## src/rtl/core/bdai_pkg.sv

```systemverilog
package bdai_pkg;

  // Sizes and limits
  localparam int unsigned MaxDepth   = 31;
  localparam int unsigned DepthBits  = 5;
  localparam int unsigned ColumnBits = 10;
  localparam int unsigned MaxPadding = 63;
  localparam int unsigned PadBits    = 6;
  localparam int unsigned TabStep    = 8;
  localparam int unsigned TabShift   = 3;

  localparam logic [ColumnBits-1:0] ColLimit = '1;

  // Operation codes
  localparam logic [1:0] OP_CHAR      = 2'd0;
  localparam logic [1:0] OP_DEEPER    = 2'd1;
  localparam logic [1:0] OP_SHALLOWER = 2'd2;
  localparam logic [1:0] OP_CLOSE     = 2'd3;

  // Character codes
  localparam logic [7:0] CH_ALIGN  = 8'h01;
  localparam logic [7:0] CH_TAB    = 8'h09;
  localparam logic [7:0] CH_NL     = 8'h0A;
  localparam logic [7:0] CH_SPACE  = 8'h20;
  localparam logic [7:0] CH_HASH   = 8'h23;
  localparam logic [7:0] CH_LPAREN = 8'h28;
  localparam logic [7:0] CH_RPAREN = 8'h29;
  localparam logic [7:0] CH_LBRACK = 8'h5B;
  localparam logic [7:0] CH_BSLASH = 8'h5C;
  localparam logic [7:0] CH_RBRACK = 8'h5D;
  localparam logic [7:0] CH_LBRACE = 8'h7B;
  localparam logic [7:0] CH_RBRACE = 8'h7D;

  // Continuation codes
  localparam logic [1:0] CONT_NONE   = 2'd0;
  localparam logic [1:0] CONT_BSLASH = 2'd1;
  localparam logic [1:0] CONT_LINE   = 2'd2;

  // What an accepted beat needs after the accept cycle
  typedef enum logic [1:0] {
    CLS_NONE,
    CLS_CHAR,
    CLS_NL
  } item_cls_e;

  typedef struct packed {
    logic accept;
    logic prep;
    logic emit_pad;
    logic emit_char;
    logic emit_nl;
  } dp_cmd_t;

  typedef struct packed {
    item_cls_e cls;
    logic      pad_done;
    logic      out_free;
  } dp_status_t;

  // Saturate a column value one bit wider than a column
  function automatic logic [ColumnBits-1:0] col_sat(input logic [ColumnBits:0] v);
    logic [ColumnBits-1:0] r;
    if (v > {1'b0, ColLimit}) begin
      r = ColLimit;
    end else begin
      r = v[ColumnBits-1:0];
    end
    return r;
  endfunction

endpackage

```

## src/rtl/core/bracket_depth_auto_indenter_core.sv

```systemverilog
// Bracket-depth auto-indenter.
// Input channel (in_valid_i/in_ready_o) takes one beat of operation_i and
// in_char_i: character, deeper, shallower or close. Output channel
// (out_valid_o/out_ready_i) gives the bytes that beat causes, one per beat,
// with last_o high on the final one; beats that cause nothing give none.
// Sequence: a beat is taken when in_valid_i meets in_ready_o. Deeper, shallower, close on an empty
// line, blanks and the alignment mark then free the input the next cycle.
// A newline, or a close that ends a line, then waits in S_NL to send the
// newline byte. A visible character goes from the accept cycle to S_PREP,
// which sizes its padding, then S_EMIT sends each padding byte (at most 63)
// and then the character. The output register sends one byte per cycle while
// the receiver is ready; the controller works on one beat at a time.
// A stalled receiver holds the output register and the sequencer waits on
// it; the next beat is accepted once the current one is fully handed over
// to the output register.
// Reset clears depth, both columns and the continuation state, and empties
// the output register.
module bracket_depth_auto_indenter_core (
  input  logic       clk_i,
  input  logic       rst_ni,
  input  logic       in_valid_i,
  output logic       in_ready_o,
  input  logic [1:0] operation_i,
  input  logic [7:0] in_char_i,
  output logic       out_valid_o,
  input  logic       out_ready_i,
  output logic [7:0] out_char_o,
  output logic       last_o
);
  import bdai_pkg::*;

  dp_cmd_t    cmd;
  dp_status_t status;

  bdai_ctrl u_ctrl (
    .clk_i      (clk_i),
    .rst_ni     (rst_ni),
    .in_valid_i (in_valid_i),
    .in_ready_o (in_ready_o),
    .status_i   (status),
    .cmd_o      (cmd)
  );

  bdai_datapath u_datapath (
    .clk_i       (clk_i),
    .rst_ni      (rst_ni),
    .operation_i (operation_i),
    .in_char_i   (in_char_i),
    .cmd_i       (cmd),
    .status_o    (status),
    .out_valid_o (out_valid_o),
    .out_ready_i (out_ready_i),
    .out_char_o  (out_char_o),
    .last_o      (last_o)
  );

  // At most one datapath command per cycle
  a_cmd_onehot: assert property (@(posedge clk_i) disable iff (!rst_ni)
    $onehot0({cmd.accept, cmd.prep, cmd.emit_pad, cmd.emit_char, cmd.emit_nl}))
    else $error("more than one datapath command");

  // A byte is only loaded when the output register can take it
  a_emit_free: assert property (@(posedge clk_i) disable iff (!rst_ni)
    (cmd.emit_pad || cmd.emit_char || cmd.emit_nl) |-> status.out_free)
    else $error("byte loaded over a held output");

  // Depth changes emit nothing and leave the input open
  a_depth_op_ready: assert property (@(posedge clk_i) disable iff (!rst_ni)
    (in_valid_i && in_ready_o
     && (operation_i == OP_DEEPER || operation_i == OP_SHALLOWER)) |=> in_ready_o)
    else $error("depth operation blocked the input");

  // The input closes only after taking a beat
  a_ready_fall: assert property (@(posedge clk_i) disable iff (!rst_ni)
    $fell(in_ready_o) |-> $past(in_valid_i))
    else $error("input closed without a beat");

endmodule

```

## src/rtl/core/bdai_ctrl.sv

```systemverilog
module bdai_ctrl (
  input  logic                clk_i,
  input  logic                rst_ni,
  input  logic                in_valid_i,
  output logic                in_ready_o,
  input  bdai_pkg::dp_status_t status_i,
  output bdai_pkg::dp_cmd_t    cmd_o
);
  import bdai_pkg::*;

  localparam logic [1:0] S_IDLE = 2'd0;
  localparam logic [1:0] S_PREP = 2'd1;
  localparam logic [1:0] S_EMIT = 2'd2;
  localparam logic [1:0] S_NL   = 2'd3;

  logic [1:0] state_q, state_d;

  // Next state and datapath commands
  always_comb begin
    state_d    = state_q;
    cmd_o      = '0;
    in_ready_o = 1'b0;
    case (state_q)
      S_IDLE: begin
        in_ready_o   = 1'b1;
        cmd_o.accept = in_valid_i;
        if (in_valid_i) begin
          case (status_i.cls)
            CLS_CHAR: state_d = S_PREP;
            CLS_NL:   state_d = S_NL;
            default:  state_d = S_IDLE;
          endcase
        end
      end
      S_PREP: begin
        cmd_o.prep = 1'b1;
        state_d    = S_EMIT;
      end
      S_EMIT: begin
        if (status_i.out_free) begin
          if (!status_i.pad_done) begin
            cmd_o.emit_pad = 1'b1;
          end else begin
            cmd_o.emit_char = 1'b1;
            state_d         = S_IDLE;
          end
        end
      end
      S_NL: begin
        if (status_i.out_free) begin
          cmd_o.emit_nl = 1'b1;
          state_d       = S_IDLE;
        end
      end
      default: state_d = S_IDLE;
    endcase
  end

  always_ff @(posedge clk_i or negedge rst_ni) begin
    if (!rst_ni) begin
      state_q <= S_IDLE;
    end else begin
      state_q <= state_d;
    end
  end

endmodule

```

## src/rtl/core/bdai_datapath.sv

```systemverilog
module bdai_datapath (
  input  logic                 clk_i,
  input  logic                 rst_ni,
  input  logic [1:0]           operation_i,
  input  logic [7:0]           in_char_i,
  input  bdai_pkg::dp_cmd_t    cmd_i,
  output bdai_pkg::dp_status_t status_o,
  output logic                 out_valid_o,
  input  logic                 out_ready_i,
  output logic [7:0]           out_char_o,
  output logic                 last_o
);
  import bdai_pkg::*;

  localparam int unsigned ColW1   = ColumnBits + 1;
  localparam int unsigned TabBits = ColumnBits - TabShift;

  // Block state
  logic [DepthBits-1:0]  depth_q, depth_d;
  logic [ColumnBits-1:0] icol_q, icol_d;
  logic [ColumnBits-1:0] ocol_q, ocol_d;
  logic [1:0]            cont_q, cont_d;
  // Latched beat and padding counters
  logic [7:0]            ch_q, ch_d;
  logic                  close_q, close_d;
  logic [PadBits-1:0]    tab_cnt_q, tab_cnt_d;
  logic [PadBits-1:0]    sp_cnt_q, sp_cnt_d;
  // Output register
  logic                  out_valid_q, out_valid_d;
  logic [7:0]            out_char_q, out_char_d;
  logic                  out_last_q, out_last_d;

  logic                  ocol_zero;
  logic                  out_free;
  item_cls_e             cls;
  logic [DepthBits-1:0]  depth_dec;
  logic [ColW1-1:0]      mark;
  logic [ColW1-1:0]      indent;
  logic [TabBits-1:0]    tabs_raw;
  logic [ColumnBits-1:0] sp_raw;
  logic [PadBits-1:0]    tab_c;
  logic [PadBits-1:0]    pad_room;
  logic [ColumnBits-1:0] icol_inc;

  assign ocol_zero = (ocol_q == '0);
  assign out_free  = !out_valid_q || out_ready_i;

  // Classify the beat at the input
  always_comb begin
    cls = CLS_NONE;
    case (operation_i)
      OP_CHAR: begin
        if (in_char_i == CH_NL) begin
          cls = CLS_NL;
        end else if (in_char_i inside {CH_SPACE, CH_TAB, CH_ALIGN}) begin
          cls = CLS_NONE;
        end else begin
          cls = CLS_CHAR;
        end
      end
      OP_CLOSE: cls = ocol_zero ? CLS_NONE : CLS_NL;
      default:  cls = CLS_NONE;
    endcase
  end

  assign status_o.cls      = cls;
  assign status_o.pad_done = (tab_cnt_q == '0) && (sp_cnt_q == '0);
  assign status_o.out_free = out_free;

  // Column arithmetic for the accept path and the character emit
  always_comb begin
    if ((in_char_i inside {CH_RPAREN, CH_RBRACK, CH_RBRACE}) && (depth_q != '0)) begin
      depth_dec = depth_q - 1'b1;
    end else begin
      depth_dec = depth_q;
    end
    mark     = (ColW1'(depth_q) << TabShift) + ColW1'(2 * TabStep);
    indent   = ColW1'(depth_dec) << TabShift;
    icol_inc = col_sat({1'b0, icol_q} + ColW1'(1));
  end

  // Padding split: tabs only at line start, total capped
  always_comb begin
    if (ocol_zero) begin
      tabs_raw = icol_q[ColumnBits-1:TabShift];
      sp_raw   = ColumnBits'(icol_q[TabShift-1:0]);
    end else begin
      tabs_raw = '0;
      sp_raw   = icol_q - ocol_q;
    end
    if (tabs_raw > TabBits'(MaxPadding)) begin
      tab_c = PadBits'(MaxPadding);
    end else begin
      tab_c = PadBits'(tabs_raw);
    end
    pad_room = PadBits'(MaxPadding) - tab_c;
  end

  // State updates per command
  always_comb begin
    depth_d     = depth_q;
    icol_d      = icol_q;
    ocol_d      = ocol_q;
    cont_d      = cont_q;
    ch_d        = ch_q;
    close_d     = close_q;
    tab_cnt_d   = tab_cnt_q;
    sp_cnt_d    = sp_cnt_q;
    out_char_d  = out_char_q;
    out_last_d  = out_last_q;
    out_valid_d = out_ready_i ? 1'b0 : out_valid_q;

    if (cmd_i.accept) begin
      ch_d    = in_char_i;
      close_d = (operation_i == OP_CLOSE);
      case (operation_i)
        OP_DEEPER: begin
          if (depth_q < DepthBits'(MaxDepth)) depth_d = depth_q + 1'b1;
        end
        OP_SHALLOWER: begin
          if (depth_q != '0) depth_d = depth_q - 1'b1;
        end
        OP_CLOSE: begin
          if (ocol_zero) begin
            depth_d = '0;
            icol_d  = '0;
            ocol_d  = '0;
            cont_d  = CONT_NONE;
          end
        end
        default: begin
          if (in_char_i == CH_SPACE) begin
            if (!ocol_zero) icol_d = icol_inc;
          end else if (in_char_i == CH_TAB) begin
            if (!ocol_zero) begin
              icol_d = col_sat({1'b0, icol_q[ColumnBits-1:TabShift], TabShift'(0)}
                               + ColW1'(TabStep));
            end
          end else if (in_char_i == CH_ALIGN) begin
            if (!ocol_zero) begin
              if ({1'b0, icol_q} >= mark) begin
                icol_d = icol_inc;
              end else begin
                icol_d = col_sat(mark);
              end
            end
          end else if (in_char_i != CH_NL) begin
            // Closing brackets drop a level before they are placed
            depth_d = depth_dec;
            if (ocol_zero && (in_char_i != CH_HASH) && (cont_q != CONT_LINE)) begin
              icol_d = col_sat({1'b0, icol_q} + indent);
            end
          end
        end
      endcase
    end

    if (cmd_i.prep) begin
      tab_cnt_d = tab_c;
      sp_cnt_d  = (sp_raw > ColumnBits'(pad_room)) ? pad_room : PadBits'(sp_raw);
    end

    // Tabs go out before spaces
    if (cmd_i.emit_pad) begin
      out_valid_d = 1'b1;
      out_last_d  = 1'b0;
      if (tab_cnt_q != '0) begin
        out_char_d = CH_TAB;
        tab_cnt_d  = tab_cnt_q - 1'b1;
      end else begin
        out_char_d = CH_SPACE;
        sp_cnt_d   = sp_cnt_q - 1'b1;
      end
    end

    if (cmd_i.emit_char) begin
      out_valid_d = 1'b1;
      out_last_d  = 1'b1;
      out_char_d  = ch_q;
      icol_d      = icol_inc;
      ocol_d      = icol_inc;
      cont_d      = (ch_q == CH_BSLASH) ? CONT_BSLASH : CONT_NONE;
      // Opening brackets raise the level after they are placed
      if ((ch_q inside {CH_LPAREN, CH_LBRACK, CH_LBRACE})
          && (depth_q < DepthBits'(MaxDepth))) begin
        depth_d = depth_q + 1'b1;
      end
    end

    if (cmd_i.emit_nl) begin
      out_valid_d = 1'b1;
      out_last_d  = 1'b1;
      out_char_d  = CH_NL;
      icol_d      = '0;
      ocol_d      = '0;
      if (close_q) begin
        depth_d = '0;
        cont_d  = CONT_NONE;
      end else begin
        cont_d = (cont_q == CONT_BSLASH) ? CONT_LINE : CONT_NONE;
      end
    end
  end

  always_ff @(posedge clk_i or negedge rst_ni) begin
    if (!rst_ni) begin
      depth_q     <= '0;
      icol_q      <= '0;
      ocol_q      <= '0;
      cont_q      <= CONT_NONE;
      tab_cnt_q   <= '0;
      sp_cnt_q    <= '0;
      out_valid_q <= 1'b0;
    end else begin
      depth_q     <= depth_d;
      icol_q      <= icol_d;
      ocol_q      <= ocol_d;
      cont_q      <= cont_d;
      tab_cnt_q   <= tab_cnt_d;
      sp_cnt_q    <= sp_cnt_d;
      out_valid_q <= out_valid_d;
    end
  end

  // Payload registers
  always_ff @(posedge clk_i) begin
    ch_q       <= ch_d;
    close_q    <= close_d;
    out_char_q <= out_char_d;
    out_last_q <= out_last_d;
  end

  assign out_valid_o = out_valid_q;
  assign out_char_o  = out_char_q;
  assign last_o      = out_last_q;

endmodule
```

## config.mk

```make
export PLATFORM = sky130hd
export DESIGN_NAME = bracket_depth_auto_indenter_core
export DESIGN_NICKNAME = d
export VERILOG_FILES = /design/src/rtl/core/bdai_pkg.sv /design/src/rtl/core/bracket_depth_auto_indenter_core.sv /design/src/rtl/core/bdai_ctrl.sv /design/src/rtl/core/bdai_datapath.sv
export SDC_FILE = /design/constraint.sdc
export NUM_CORES = 1
export LEC_CHECK = 0
export ABC_AREA = 1
export BUFFER_PORTS_ARGS = -buffer_cell sky130_fd_sc_hd__buf_2
export CELL_PAD_IN_SITES_DETAIL_PLACEMENT = 2
export CELL_PAD_IN_SITES_GLOBAL_PLACEMENT = 2
export CORE_MARGIN = 2
export CORE_UTILIZATION = 32
export CTS_CLUSTER_SIZE = 24
export DETAILED_ROUTE_END_ITERATION = 12
export PLACE_DENSITY_LB_ADDON = 0.15
export SETUP_SLACK_MARGIN = 0.2
export SKIP_CTS_REPAIR_TIMING = 1
export SLEW_MARGIN = 20
export SYNTH_ARGS = -nofsm -noshare
export SYNTH_HDL_FRONTEND = slang
export SYNTH_SLANG_ARGS = --single-unit
```

## constraint.sdc

```tcl
create_clock -name clk_i -period 3.2 [get_ports clk_i]
set_input_delay 0.64 -clock clk_i [delete_from_list [all_inputs] [get_ports clk_i]]
set_output_delay 0.64 -clock clk_i [all_outputs]
set_load 0.005 [all_outputs]
```

==> flow_metrics.tcl <==
set metrics [dict create \
    status "finished, violations left" \
    violations "setup timing" \
    vias 5927 \
    grt_pass1_wl_mm 35.4 \
    totalWireLength_mm 22.3 \
    synth_top_area_share_pct 18.8 \
    timing.rr.end "u_datapath.icol_q[4]" \
    place.gp.congestion 0.852 \
    worstHoldPathType "in -> async" \
    core.rowCount 48 \
    io_pins 25 \
    rr_worst_depth 23 \
    synth_commonest_cells "nand2_1 (232), inv_1 (113), nor2_1 (68)" \
    synthCells 835 \
    path_max_fanout 5 \
    dp_cells 1124 \
    track_usage_pct 24.6 \
    critPathKind "in -> reg" \
    synth_edf_count 9 \
    routedWlPerCell_um 19.4 \
    synth.area.top_cells "dfrtp_1 (19%), nand2_1 (16%), ha_1 (9.9%), inv_1 (7.6%), edfxtp_1 (4.8%)" \
    yosys_warnings 0 \
    dieArea_um2 18500 \
    syn2layout_area_growth_pct 24.7 \
    finClkSkew_ns 0.0123 \
    core-area_um2 17200 \
    first_iter_violations 240 \
    crit_required_ns 3.42 \
    cp.arrival_ns 3.60 \
    cp-end-kind "flop" \
    yosys_most_used_dff "dfrtp_1" \
    yosysSeqAreaShare_pct 26.9 \
    relSlewSlack_pct 54.1 \
    fin_cells 1146 \
    p_per_area_nw_per_um2 1100 \
    finalNetCount 976 \
    antenna_found_initial 0 \
    cts_max_level 3 \
    crit_slowest_cell "fa_2" \
    avgSynthCellArea_um2 6.68 \
    grt_setup_unrepaired "true" \
    die_w_um 136 \
    postRouteAntennaNets 0 \
    yosys.area.top_type "dfrtp_1" \
    cts_buffers 9 \
    tritoncts "done" \
    rrSetupSlack_ns -0.17 \
    n_antenna_cell 0 \
    fin_crit_sh_pct 106 \
    setup_viol 10 \
    initial_core_util_pct 32.5 \
    worst_slack_ns -0.176 \
    synth.distinct_cells 50 \
    stdcell_area_um2 6960 \
    dpl.hpwl_mm 17.4 \
    clk_pin_slew_ns 0.05 \
    power.leakage_nw 3.58 \
    dp_slack_ns -0.708 \
    grt_max_degree 26 \
    hold_viol_final 0 \
    worstMarginPinSlew_ns 0.689 \
    fmax_mhz 296 \
    fp.dieH_um 136 \
    cts_buffer_depth 2 \
    r2r_start "u_datapath.depth_q[1]" \
    ys_seq_elements 60 \
    cpPeakStageDelay_ns 0.43 \
    yosysMostFrequentCell "nand2_1" \
    cts.sinks 60 \
    io_buffers 24 \
    clock_latency_ns 0.34 \
    fin_crit_ns 3.38 \
    drive_gt1_share_pct 22.8 \
    critPathMostFrequentCell "nand2_1" \
    ir_worst_vdd_uv 610 \
    drc 0 \
    first_pass_iters 4 \
    cap_violations 0 \
    syn_nets 895 \
    grt_pass1_vias 6586 \
    fin_total_pwr_mw 7.64 \
    num-fill-cells 2079 \
    viasPerCell 5.17 \
    cts-root-buf "clkbuf_16" \
    placed_cell_area_um2 6330 \
    setup.worst_path.start_class "primary input" \
    async_reset_ff_share_pct 70.0 \
    syn_area_um2 5580 \
    grt_remaining_overflow 0 \
    slew_viol_final 0 \
]
[worst max path at each step]
stage,from,endpoint,slack (ns),cells after the start
floorplan,in_char_i[6],u_datapath.icol_q[8],-0.08,21
global placement,in_char_i[6],u_datapath.icol_q[4],-0.46,22
detailed placement,in_char_i[0],u_datapath.icol_q[7],-0.71,25
CTS,u_datapath.depth_q[1],u_datapath.icol_q[7],-0.39,23
global route,in_char_i[0],u_datapath.icol_q[4],-0.39,25
finish,in_char_i[0],u_datapath.icol_q[4],-0.18,25
[layout by cell type, fill, tap and decap left out, types with 3 or more instances in the layout]
| cell type | Yosys | layout |
|---|---|---|
| nand2_1 | 232 | 213 |
| inv_1 | 113 | 107 |
| nor2_1 | 68 | 59 |
| buf_4 | 4 | 55 |
| o21ai_0 | 51 | 47 |
| a21oi_1 | 45 | 44 |
| dfrtp_1 | 42 | 42 |
| ha_1 | 44 | 37 |
| nand3_1 | 41 | 35 |
| inv_2 | 16 | 22 |
| nand4_1 | 22 | 22 |
| nand2_2 | 5 | 22 |
| buf_2 | 2 | 22 |
| o21ai_1 | 19 | 20 |
| nand3_2 | 10 | 16 |
| xor2_1 | 17 | 14 |
| nor2_2 | 6 | 13 |
| o211ai_1 | 10 | 10 |
| clkbuf_16 | 0 | 9 |
| edfxtp_1 | 9 | 9 |
| dfxtp_1 | 9 | 9 |
| nor2_4 | 4 | 6 |
| nor3_1 | 6 | 5 |
| o21a_1 | 5 | 5 |
| clkinv_1 | 6 | 5 |
| ha_4 | 0 | 5 |
| nand2_4 | 1 | 4 |
| clkinv_2 | 1 | 4 |
| xor2_2 | 2 | 4 |
| a31oi_1 | 6 | 4 |
| nand3b_1 | 4 | 4 |
| nor4_1 | 3 | 3 |
| o21ai_2 | 0 | 3 |
| xnor2_1 | 3 | 3 |
| buf_6 | 1 | 3 |
[metal layers]
| layer | up-vias | part of all wire (%) | track usage, % |
|---|---|---|---|
| li1 | 2881 | - | - |
| met1 | 2984 | 45 | 30.7 |
| met2 | 40 | 52 | 45.2 |
| met3 | 22 | 1.3 | 2.20 |
| met4 | 0 | 2.0 | 6.54 |
| met5 | - | 0 | 0 |
[critical path: cells and delay by family]
family        cells  cell delay (ns)
buf+inv           4             0.27
simple gates     18             1.87
xor+xnor          1             0.15
fa+ha+maj         2             0.64
[registers in the layout (all words and copies together) (netlist names)]
| name | cells |
|---|---|
| u_datapath.close_q | 1 |
| u_datapath.cont_q | 2 |
| u_datapath.depth_q | 5 |
| u_datapath.icol_q | 10 |
| u_datapath.ch_q | 8 |
| u_datapath.out_valid_o | 1 |
| u_datapath.ocol_q | 10 |
| u_datapath.out_char_o | 8 |
| u_datapath.last_o | 1 |
| u_ctrl.state_q | 2 |
| u_datapath.sp_cnt_q | 6 |
| u_datapath.tab_cnt_q | 6 |
[metrics by stage]
step / utilization (%) / TNS (ns) / hold WS (ns)
after floorplan: - / -0.700 / 0.344
after global placement: 36.9 / -4.26 / 0.453
after detailed placement: 36.9 / -6.24 / 0.468
after CTS: 38.6 / -3.09 / 0.356
after global routing: 40.5 / -3.59 / 0.382
final: 40.5 / -1.39 / 0.342
[final cells by class]
cell class | instances | area, um^2 | share of cell area, %
clock buffers | 10 | 229 | 3.29
clock inverters | 6 | 65.1 | 0.935
inverters | 136 | 513 | 7.38
multi-input cells | 628 | 3790 | 54.5
flip-flops and latches | 60 | 1500 | 21.6
well taps | 225 | 282 | 4.05
repair buffers | 81 | 572 | 8.22
[logic make-up after synthesis]
group,count (synthesis),synth area share (%)
DFF,60,26.9
xor gates and xnor gates,22,3.72
and+or+nand+nor,415,34.2
AOI/OAI and AO/OA,144,14.1
buffers and inverters,148,10.4
adders and majority gates,46,10.6
[where the power goes]
group          internal [mW]  switching [mW]
combinational           2.02            3.33
clock                  0.603           0.380
sequential              1.05           0.261
total                   3.67            3.97
No activity file was read; power rests on OpenSTA's default activity.
